==> config.mk <==
export PLATFORM = sky130hd
export DESIGN_NAME = ssh_packet_deframer_top
export DESIGN_NICKNAME = d
export VERILOG_FILES = /design/src/hdl/sshd_pkg.sv /design/src/hdl/sshd_in_stage.sv /design/src/hdl/sshd_core.sv /design/src/hdl/sshd_out_reg.sv /design/src/hdl/ssh_packet_deframer_top.sv
export SDC_FILE = /design/constraint.sdc
export NUM_CORES = 1
export LEC_CHECK = 0
export BUFFER_PORTS_ARGS = -buffer_cell sky130_fd_sc_hd__buf_2
export CELL_PAD_IN_SITES_DETAIL_PLACEMENT = 1
export CELL_PAD_IN_SITES_GLOBAL_PLACEMENT = 2
export CORE_MARGIN = 8
export CORE_UTILIZATION = 37
export CTS_CLUSTER_SIZE = 14
export DETAILED_ROUTE_END_ITERATION = 10
export GPL_ROUTABILITY_DRIVEN = 0
export PLACE_DENSITY_LB_ADDON = 0.1
export SKIP_CTS_REPAIR_TIMING = 1
export SLEW_MARGIN = 20
export SYNTH_ARGS = -nofsm -noshare
export SYNTH_HDL_FRONTEND = slang
export SYNTH_SLANG_ARGS = --single-unit
==> constraint.sdc <==
create_clock -name clk -period 6.75 [get_ports clk]
set_input_delay 1.6875 -clock clk [delete_from_list [all_inputs] [get_ports clk]]
set_output_delay 1.6875 -clock clk [all_outputs]
set_load 0.02 [all_outputs]
==> src/hdl/sshd_pkg.sv <==
// ----------------------------------------------------------------------------
// sshd_pkg
// types and constants shared by the packet deframer modules
// ----------------------------------------------------------------------------
package sshd_pkg;

  localparam int unsigned ByteW   = 8;
  localparam int unsigned SeqW    = 32;
  localparam int unsigned ErrW    = 3;
  localparam int unsigned MaxW    = 16;
  localparam int unsigned LenW    = 32;
  localparam int unsigned CfgIdxW = 2;

  localparam logic [MaxW-1:0] MAX_BYTES_RESET = 16'd35000;
  localparam logic [LenW-1:0] MIN_LENGTH      = 32'd12;
  localparam logic [ByteW-1:0] MIN_PADDING    = 8'd4;

  localparam logic [CfgIdxW-1:0] REG_CIPHER_ACTIVE = 2'd0;
  localparam logic [CfgIdxW-1:0] REG_MAX_BYTES     = 2'd1;

  typedef enum logic [ErrW-1:0] {
    ERR_NONE      = 3'd0,
    ERR_LEN_SHORT = 3'd1,
    ERR_LEN_LONG  = 3'd2,
    ERR_MISALIGN  = 3'd3,
    ERR_PAD_SHORT = 3'd4,
    ERR_PAD_LONG  = 3'd5
  } sshd_err_t;

  typedef struct packed {
    logic [ErrW-1:0]  error_code;
    logic [SeqW-1:0]  packet_seq;
    logic             last;
    logic [ByteW-1:0] payload_byte;
  } sshd_result_t;

endpackage

==> src/hdl/sshd_in_stage.sv <==
// ----------------------------------------------------------------------------
// sshd_in_stage
// input register holding one link byte until the framing logic takes it
// ----------------------------------------------------------------------------
module sshd_in_stage (
  input  logic                     clk,
  input  logic                     rst,
  input  logic                     s_tvalid,
  output logic                     s_tready,
  input  logic [sshd_pkg::ByteW-1:0] s_byte,
  output logic                     in_valid,
  output logic [sshd_pkg::ByteW-1:0] in_byte,
  input  logic                     take
);
  import sshd_pkg::*;

  logic             valid;
  logic [ByteW-1:0] data;

  assign s_tready = !valid || take;
  assign in_valid = valid;
  assign in_byte  = data;

  always_ff @(posedge clk) begin
    if (rst) begin
      valid <= 1'b0;
    end else if (s_tvalid && s_tready) begin
      valid <= 1'b1;
    end else if (take) begin
      valid <= 1'b0;
    end
  end

  always_ff @(posedge clk) begin
    if (s_tvalid && s_tready) begin
      data <= s_byte;
    end
  end

endmodule

==> src/hdl/sshd_core.sv <==
// ----------------------------------------------------------------------------
// sshd_core
// framing state, length and padding checks, configuration registers
// ----------------------------------------------------------------------------
module sshd_core (
  input  logic                        clk,
  input  logic                        rst,
  input  logic                        cfg_valid,
  input  logic [sshd_pkg::CfgIdxW-1:0] cfg_index,
  input  logic [sshd_pkg::MaxW-1:0]   cfg_data,
  input  logic                        in_valid,
  input  logic [sshd_pkg::ByteW-1:0]  in_byte,
  output logic                        take,
  input  logic                        res_ready,
  output logic                        res_valid,
  output sshd_pkg::sshd_result_t      res
);
  import sshd_pkg::*;

  typedef enum logic [2:0] {
    PH_LENGTH,
    PH_PADLEN,
    PH_PAYLOAD,
    PH_PADDING,
    PH_DEAD
  } phase_t;

  phase_t           phase, phase_next;
  logic             cipher_active;
  logic [MaxW-1:0]  max_packet_bytes;
  logic [LenW-1:0]  length_acc, length_acc_next;
  logic [1:0]       len_cnt, len_cnt_next;
  logic [MaxW-1:0]  payload_cnt, payload_cnt_next;
  logic [ByteW-1:0] padding_cnt, padding_cnt_next;
  logic [SeqW-1:0]  seq, seq_next;

  logic [LenW-1:0]  len_full;
  logic [MaxW:0]    total;
  logic             len_long;
  logic             misaligned;
  logic [MaxW:0]    pad_plus2;
  sshd_err_t        err;
  logic             produces;

  assign len_full   = {length_acc[LenW-ByteW-1:0], in_byte};
  assign total      = {1'b0, len_full[MaxW-1:0]} + (MaxW+1)'(4);
  assign len_long   = (len_full[LenW-1:MaxW] != '0) || (total > {1'b0, max_packet_bytes});
  assign misaligned = cipher_active ? (len_full[3:0] != 4'd12) : (len_full[2:0] != 3'd4);
  assign pad_plus2  = (MaxW+1)'(in_byte) + (MaxW+1)'(2);

  always_comb begin
    phase_next       = phase;
    length_acc_next  = length_acc;
    len_cnt_next     = len_cnt;
    payload_cnt_next = payload_cnt;
    padding_cnt_next = padding_cnt;
    seq_next         = seq;
    err              = ERR_NONE;
    produces         = 1'b0;
    res.payload_byte = '0;
    res.last         = 1'b0;
    res.packet_seq   = seq;
    res.error_code   = ERR_NONE;
    case (phase)
      PH_LENGTH: begin
        length_acc_next = len_full;
        len_cnt_next    = len_cnt + 2'd1;
        if (len_cnt == 2'd3) begin
          if (len_full < MIN_LENGTH) begin
            err = ERR_LEN_SHORT;
          end else if (len_long) begin
            err = ERR_LEN_LONG;
          end else if (misaligned) begin
            err = ERR_MISALIGN;
          end
          if (err != ERR_NONE) begin
            produces   = 1'b1;
            phase_next = PH_DEAD;
          end else begin
            phase_next = PH_PADLEN;
          end
        end
      end
      PH_PADLEN: begin
        if (in_byte < MIN_PADDING) begin
          err = ERR_PAD_SHORT;
        end else if (pad_plus2 > {1'b0, length_acc[MaxW-1:0]}) begin
          err = ERR_PAD_LONG;
        end
        if (err != ERR_NONE) begin
          produces   = 1'b1;
          phase_next = PH_DEAD;
        end else begin
          padding_cnt_next = in_byte;
          payload_cnt_next = length_acc[MaxW-1:0] - MaxW'(1) - MaxW'(in_byte);
          phase_next       = PH_PAYLOAD;
        end
      end
      PH_PAYLOAD: begin
        produces         = 1'b1;
        payload_cnt_next = payload_cnt - MaxW'(1);
        res.payload_byte = in_byte;
        res.last         = (payload_cnt == MaxW'(1));
        if (payload_cnt == MaxW'(1)) begin
          phase_next = PH_PADDING;
        end
      end
      PH_PADDING: begin
        padding_cnt_next = padding_cnt - ByteW'(1);
        if (padding_cnt == ByteW'(1)) begin
          seq_next        = seq + SeqW'(1);
          length_acc_next = '0;
          len_cnt_next    = '0;
          phase_next      = PH_LENGTH;
        end
      end
      PH_DEAD: begin
      end
      default: begin
        phase_next = PH_DEAD;
      end
    endcase
    res.error_code = err;
  end

  assign take      = in_valid && (!produces || res_ready);
  assign res_valid = in_valid && produces && res_ready;

  always_ff @(posedge clk) begin
    if (rst) begin
      phase            <= PH_LENGTH;
      length_acc       <= '0;
      len_cnt          <= '0;
      payload_cnt      <= '0;
      padding_cnt      <= '0;
      seq              <= '0;
      cipher_active    <= 1'b0;
      max_packet_bytes <= MAX_BYTES_RESET;
    end else begin
      if (take) begin
        phase       <= phase_next;
        length_acc  <= length_acc_next;
        len_cnt     <= len_cnt_next;
        payload_cnt <= payload_cnt_next;
        padding_cnt <= padding_cnt_next;
        seq         <= seq_next;
      end
      if (cfg_valid && cfg_index == REG_CIPHER_ACTIVE) begin
        cipher_active <= cfg_data[0];
      end
      if (cfg_valid && cfg_index == REG_MAX_BYTES) begin
        max_packet_bytes <= cfg_data;
      end
    end
  end

endmodule

==> src/hdl/sshd_out_reg.sv <==
// ----------------------------------------------------------------------------
// sshd_out_reg
// result register towards the master side
// ----------------------------------------------------------------------------
module sshd_out_reg (
  input  logic                   clk,
  input  logic                   rst,
  input  logic                   res_valid,
  input  sshd_pkg::sshd_result_t res,
  output logic                   res_ready,
  output logic                   m_tvalid,
  input  logic                   m_tready,
  output sshd_pkg::sshd_result_t m_res
);
  import sshd_pkg::*;

  logic         valid;
  sshd_result_t data;

  assign res_ready = !valid || m_tready;
  assign m_tvalid  = valid;
  assign m_res     = data;

  always_ff @(posedge clk) begin
    if (rst) begin
      valid <= 1'b0;
    end else if (res_ready) begin
      valid <= res_valid;
    end
  end

  always_ff @(posedge clk) begin
    if (res_valid && res_ready) begin
      data <= res;
    end
  end

endmodule

==> src/hdl/ssh_packet_deframer_top.sv <==
// A decrypted SSH packet stream enters one byte per beat and may be offered in
// every clock. Bytes that give no result beat are taken one per cycle at all
// times; a byte that gives a result beat waits in the input register only while
// the result register still holds a beat that the master side has not taken.
// The result register loads on the clock on which the framing logic takes the
// byte from the input register. Length, alignment and padding errors give one
// beat with tuser set, after which every byte is swallowed until reset.
// ----------------------------------------------------------------------------
// ssh_packet_deframer_top
// ssh binary packet deframer, plaintext side
// ----------------------------------------------------------------------------
module ssh_packet_deframer_top (
  input  logic        clk,
  input  logic        rst,
  input  logic        cfg_valid,
  output logic        cfg_ready,
  input  logic [1:0]  cfg_index,
  input  logic [15:0] cfg_data,   // cipher_active [0] or max_packet_bytes [15:0]
  input  logic        s_tvalid,
  output logic        s_tready,
  input  logic [7:0]  s_tdata,    // link_byte [7:0]
  output logic        m_tvalid,
  input  logic        m_tready,
  output logic [39:0] m_tdata,    // payload_byte [7:0], packet_seq [39:8]
  output logic        m_tlast,
  output logic [2:0]  m_tuser     // error_code [2:0]
);
  import sshd_pkg::*;

  logic             in_valid;
  logic [ByteW-1:0] in_byte;
  logic             take;
  logic             res_valid;
  logic             res_ready;
  sshd_result_t     res;
  sshd_result_t     m_res;

  assign cfg_ready = 1'b1;

  sshd_in_stage u_in (
    .clk      (clk),
    .rst      (rst),
    .s_tvalid (s_tvalid),
    .s_tready (s_tready),
    .s_byte   (s_tdata),
    .in_valid (in_valid),
    .in_byte  (in_byte),
    .take     (take)
  );

  sshd_core u_core (
    .clk       (clk),
    .rst       (rst),
    .cfg_valid (cfg_valid),
    .cfg_index (cfg_index),
    .cfg_data  (cfg_data),
    .in_valid  (in_valid),
    .in_byte   (in_byte),
    .take      (take),
    .res_ready (res_ready),
    .res_valid (res_valid),
    .res       (res)
  );

  sshd_out_reg u_out (
    .clk       (clk),
    .rst       (rst),
    .res_valid (res_valid),
    .res       (res),
    .res_ready (res_ready),
    .m_tvalid  (m_tvalid),
    .m_tready  (m_tready),
    .m_res     (m_res)
  );

  assign m_tdata = {m_res.packet_seq, m_res.payload_byte};
  assign m_tlast = m_res.last;
  assign m_tuser = m_res.error_code;

`ifndef SYNTHESIS
  a_err_beat_clean: assert property (@(posedge clk) disable iff (rst)
    (m_tvalid && m_tuser != ERR_NONE) |-> (m_tdata[7:0] == 8'd0 && !m_tlast))
    else $error("error beat carries payload or last");

  a_dead_after_err: assert property (@(posedge clk) disable iff (rst)
    (m_tvalid && m_tready && m_tuser != ERR_NONE) |=> !m_tvalid)
    else $error("result beat after an error beat");

  a_no_stall_take: assert property (@(posedge clk) disable iff (rst)
    (!in_valid) |-> s_tready)
    else $error("input refused with empty input register");
`endif

endmodule

==> run summary <==
• logic gate share of total power: 0.089
• Worst Hold Launch: u_core.max_packet_bytes[6]$_SDFFE_PP0P_
• Final nets: 1029
• area grow syn2layout: 15.50%
• antenna violations before repair: 0
• R2R depth: 15
• Cell Rows: 54
• max_cap viols: 0
• Routed WL per cell: 19.36 µm
• later-pin clock latency in the skew report: 0.43 ns
• setup slack of the critical path after layout: 0.8558 ns
• number of remaining DRC errors: 0
• count of pins on the block boundary: 78
• number of clock sinks: 156
• number of enable flip-flop cells after synthesis: 52
• run status: complete, no violations
• CTS Buffer Depth: 2
• cell with the largest stage delay on the worst path: edfxtp_1
• count of filler cells inserted in the layout: 2560
• initial core utilization: 0.3723
• fraction of layout instances using a drive strength above 1: 0.1405
• achievable frequency: 169.7 MHz
• Min-Delay Path Class: register to register
• switching pwr: 562.3 µW
• cell area after synthesis: 8049 µm²
• met3 GRT Util: 0.03402
• internal power consumption: 1.605 mW
• number of buffers created by CTS: 17
• Post-synth top flop: dfxtp_1
• number of distinct standard cells referenced by the synthesized netlist: 69
• sink of the worst hold path: u_core.max_packet_bytes[6]$_SDFFE_PP0P_
• Post-Synth Simple-Gate Area: 0.2067
• leading cell type in the layout, fill and taps excluded: dfxtp_1
• total length of routed wires: 24160 µm
• number of cells in the finished layout apart from fillers: 1248
• mux share of post-synthesis cell area: 0.007462
• depth of the worst hold-timing path: 2
• compound-gate portion of the synthesized area: 0.1673
• core outline area: 21620 µm²
• Setup Crit Path Kind: register to primary output
• GR Layer Usage met2: 0.3054
• Slowest Stage Delay on Critical Path: 0.46 ns
• antenna diode instance count: 0
• critical register-to-register path startpoint: u_in.in_byte[3]$_DFFE_PP_
• Pins Over Slew Limit: 0
• Max VDD drop: 137.6 µV
• post-synthesis register bit count: 156
• # placed instances: 1216
• sequential share of power: 0.460
• total grt overflow: 0
• final setup violating endpoints: 0
• level count of the clock H-tree: 4
• worst reg2reg setup slack: 1.97 ns
• relative max-transition margin: 0.3284
• net count of the mapped netlist: 965
• syn avg cell area: 9.034 µm²
• maximum number of pins on one net before global-route repair: 77
• unrepaired setup endpoints after global routing: no
• first drt pass iteration count: 5
• total number of yosys warnings: 0
• Die Area: 26730 µm²
• port bufs: 76
• busiest layer in global routing: met2
• Tightest Pin Transition: 1.004 ns
• Iter 0 DRT Violations: 386
• final critical-path share of the clock period: 0.8732
• GR Util All Layers: 0.1831
• clock transition at the registers of the reported paths: 0.07 ns
• number of global-route vias before repair: 7377
• placed wire-length estimate after detailed placement: 17450 µm
• kind of launch point of the worst setup path: register
• share of synthesized cell area in full adder, half adder and majority cells: 0.06778
• critical-path maximum fanout: 6
• count of antenna-violating nets left after detailed routing: 0
• post-route minimum period: 5.894 ns
• drt via density: 5.526
• first-pass GRT wire length: 39010 µm
• Critical Path End Type: primary output
• post-placement setup slack: 1.279 ns
• share of total power in the clock network: 0.451
• horizontal die dimension: 163.5 µm
• TritonCTS clock tree: yes
• xor/xnor cell area share of the yosys netlist: 0.05332
• Final Hold Viols: 0
• endpoint of the worst register-to-register path: u_out.m_res[5]$_SDFFCE_PN0P_
• Leakage: 3.517 nW
• critical path cell sequence: ha_1, nand3_1, nor3_1, nand3_1, xnor2_1, ha_1, nand3_1, nor3_1, and3_1, a211oi_1, buf_4, nor3_1, o211ai_1, nand3_1, buf_2
• main combinational cell family by area after synthesis: simple AND/OR/NAND/NOR gates
• signal arrival time at the worst endpoint: 4.21 ns
• PD cells: 233.1 nW/µm²
• WP data required: 5.06 ns
• Fin Setup TNS: 0 ns
• Net Sw Frac: 0.2595
• cell repeated most along the worst path: nand3_1
• clock root buffer master: clkbuf_16
• sequential-to-total area share from yosys stat: 0.4527
• commonest non-fill, non-tap cells in the layout: 104 x dfxtp_1, 96 x nand2_1, 78 x nor2_1, 76 x buf_2, 65 x a21oi_1
• worst-case clock skew: 0.02009 ns
• asr flop ratio synth: 0
• met1 demand-to-capacity share in global routing: 0.2349
• vias post-DR: 6897
• height of the die: 163.5 µm
• Synth Instances: 891
how the worst max path moves through the flow:
| stage | startpoint | endpoint | slack, ns | cells after the start |
|---|---|---|---|---|
| global route | u_in.in_byte[3]$_DFFE_PP_ | s_tready | 0.53 | 15 |
| global placement | u_in.in_byte[3]$_DFFE_PP_ | s_tready | 1.47 | 15 |
| floorplan | u_in.in_byte[3]$_DFFE_PP_ | s_tready | 1.74 | 13 |
| detailed placement | u_in.in_byte[3]$_DFFE_PP_ | s_tready | 1.28 | 15 |
| finish | u_in.in_byte[3]$_DFFE_PP_ | s_tready | 0.86 | 15 |
| CTS | u_in.in_byte[3]$_DFFE_PP_ | s_tready | 0.82 | 15 |
logic make-up after synthesis:
family                   Yosys count
AO/OA/AOI/OAI                    210
XOR/XNOR                          49
adder cells (fa/ha/maj)           43
buffers and inverters             88
flip-flops                       156
multiplexers                       6
other                              1
AND/OR/NAND/NOR                  338
cells in the mapped netlist (17+ instances only):
master,n,area [µm²]
edfxtp_1,52,1562
clkbuf_1,33,123.9
inv_1,44,165.2
nand3_1,33,165.2
nor3_1,33,165.2
xnor2_1,21,183.9
xor2_1,28,245.2
dfxtp_1,104,2082
o21ai_0,49,245.2
nor2_1,79,296.5
a21oi_1,65,325.3
nand2_1,96,360.4
o211ai_1,17,127.6
nand4_1,20,125.1
ha_1,42,525.5
power groups by stage:
stage	sequential (mW)	clock [mW]	combinational [mW]
finish	0.996	0.978	0.193
global placement	1.02	0	0.181
CTS	0.996	1.00	0.193
global route	0.998	1.04	0.214
floorplan	1.01	0	0.133
detailed placement	1.02	0	0.191
critical path: cells and delay by family, from the launching register on:
kind | cells | cell delay (ns)
fa+ha+maj | 2 | 0.63
buf+inv | 2 | 0.35
xor+xnor | 1 | 0.15
flops | 1 | 0.46
simple gates | 8 | 1.89
compound gates | 2 | 0.29
stage by stage:
stage / utilization / cell area [µm²] / power, mW / hold WS [ns]
4_1_cts: 0.4296 / 9289 / 2.192 / 0.4649
3_3_place_gp: 0.4013 / 8677 / 1.197 / 0.4419
2_1_floorplan: - / 8049 / 1.141 / 0.4280
3_5_place_dp: 0.4026 / 8705 / 1.208 / 0.4491
5_1_grt: 0.4300 / 9296 / 2.252 / 0.4773
6_report: 0.4300 / 9296 / 2.167 / 0.4578
cell type report:
type / count / area (µm²) / area share
sequential: 156 / 3643 / 0.3919
inverter: 47 / 176.4 / 0.01898
multi-input combinational: 647 / 4066 / 0.4374
tap: 280 / 350.3 / 0.03769
timing repair buffer: 86 / 475.5 / 0.05114
clock buffer: 18 / 429.2 / 0.04616
clock inverter: 14 / 155.1 / 0.01669
state kept, by name, indices dropped and copies added (netlist names):
name / flops
u_core.len_cnt: 2
u_in.in_valid: 1
u_core.seq: 32
u_out.m_tvalid: 1
u_core.phase: 3
u_core.max_packet_bytes: 16
u_in.in_byte: 8
u_out.m_res: 44
u_core.cipher_active: 1
u_core.payload_cnt: 16
u_core.padding_cnt: 8
u_core.length_acc: 24
per-layer routing:
metal  share of wire  vias up
li1                -     3363
met1            0.47     3388
met2            0.48      119
met3           0.035       27
met4           0.015        0
met5               0        -
Power figures use the tool's default switching activity.
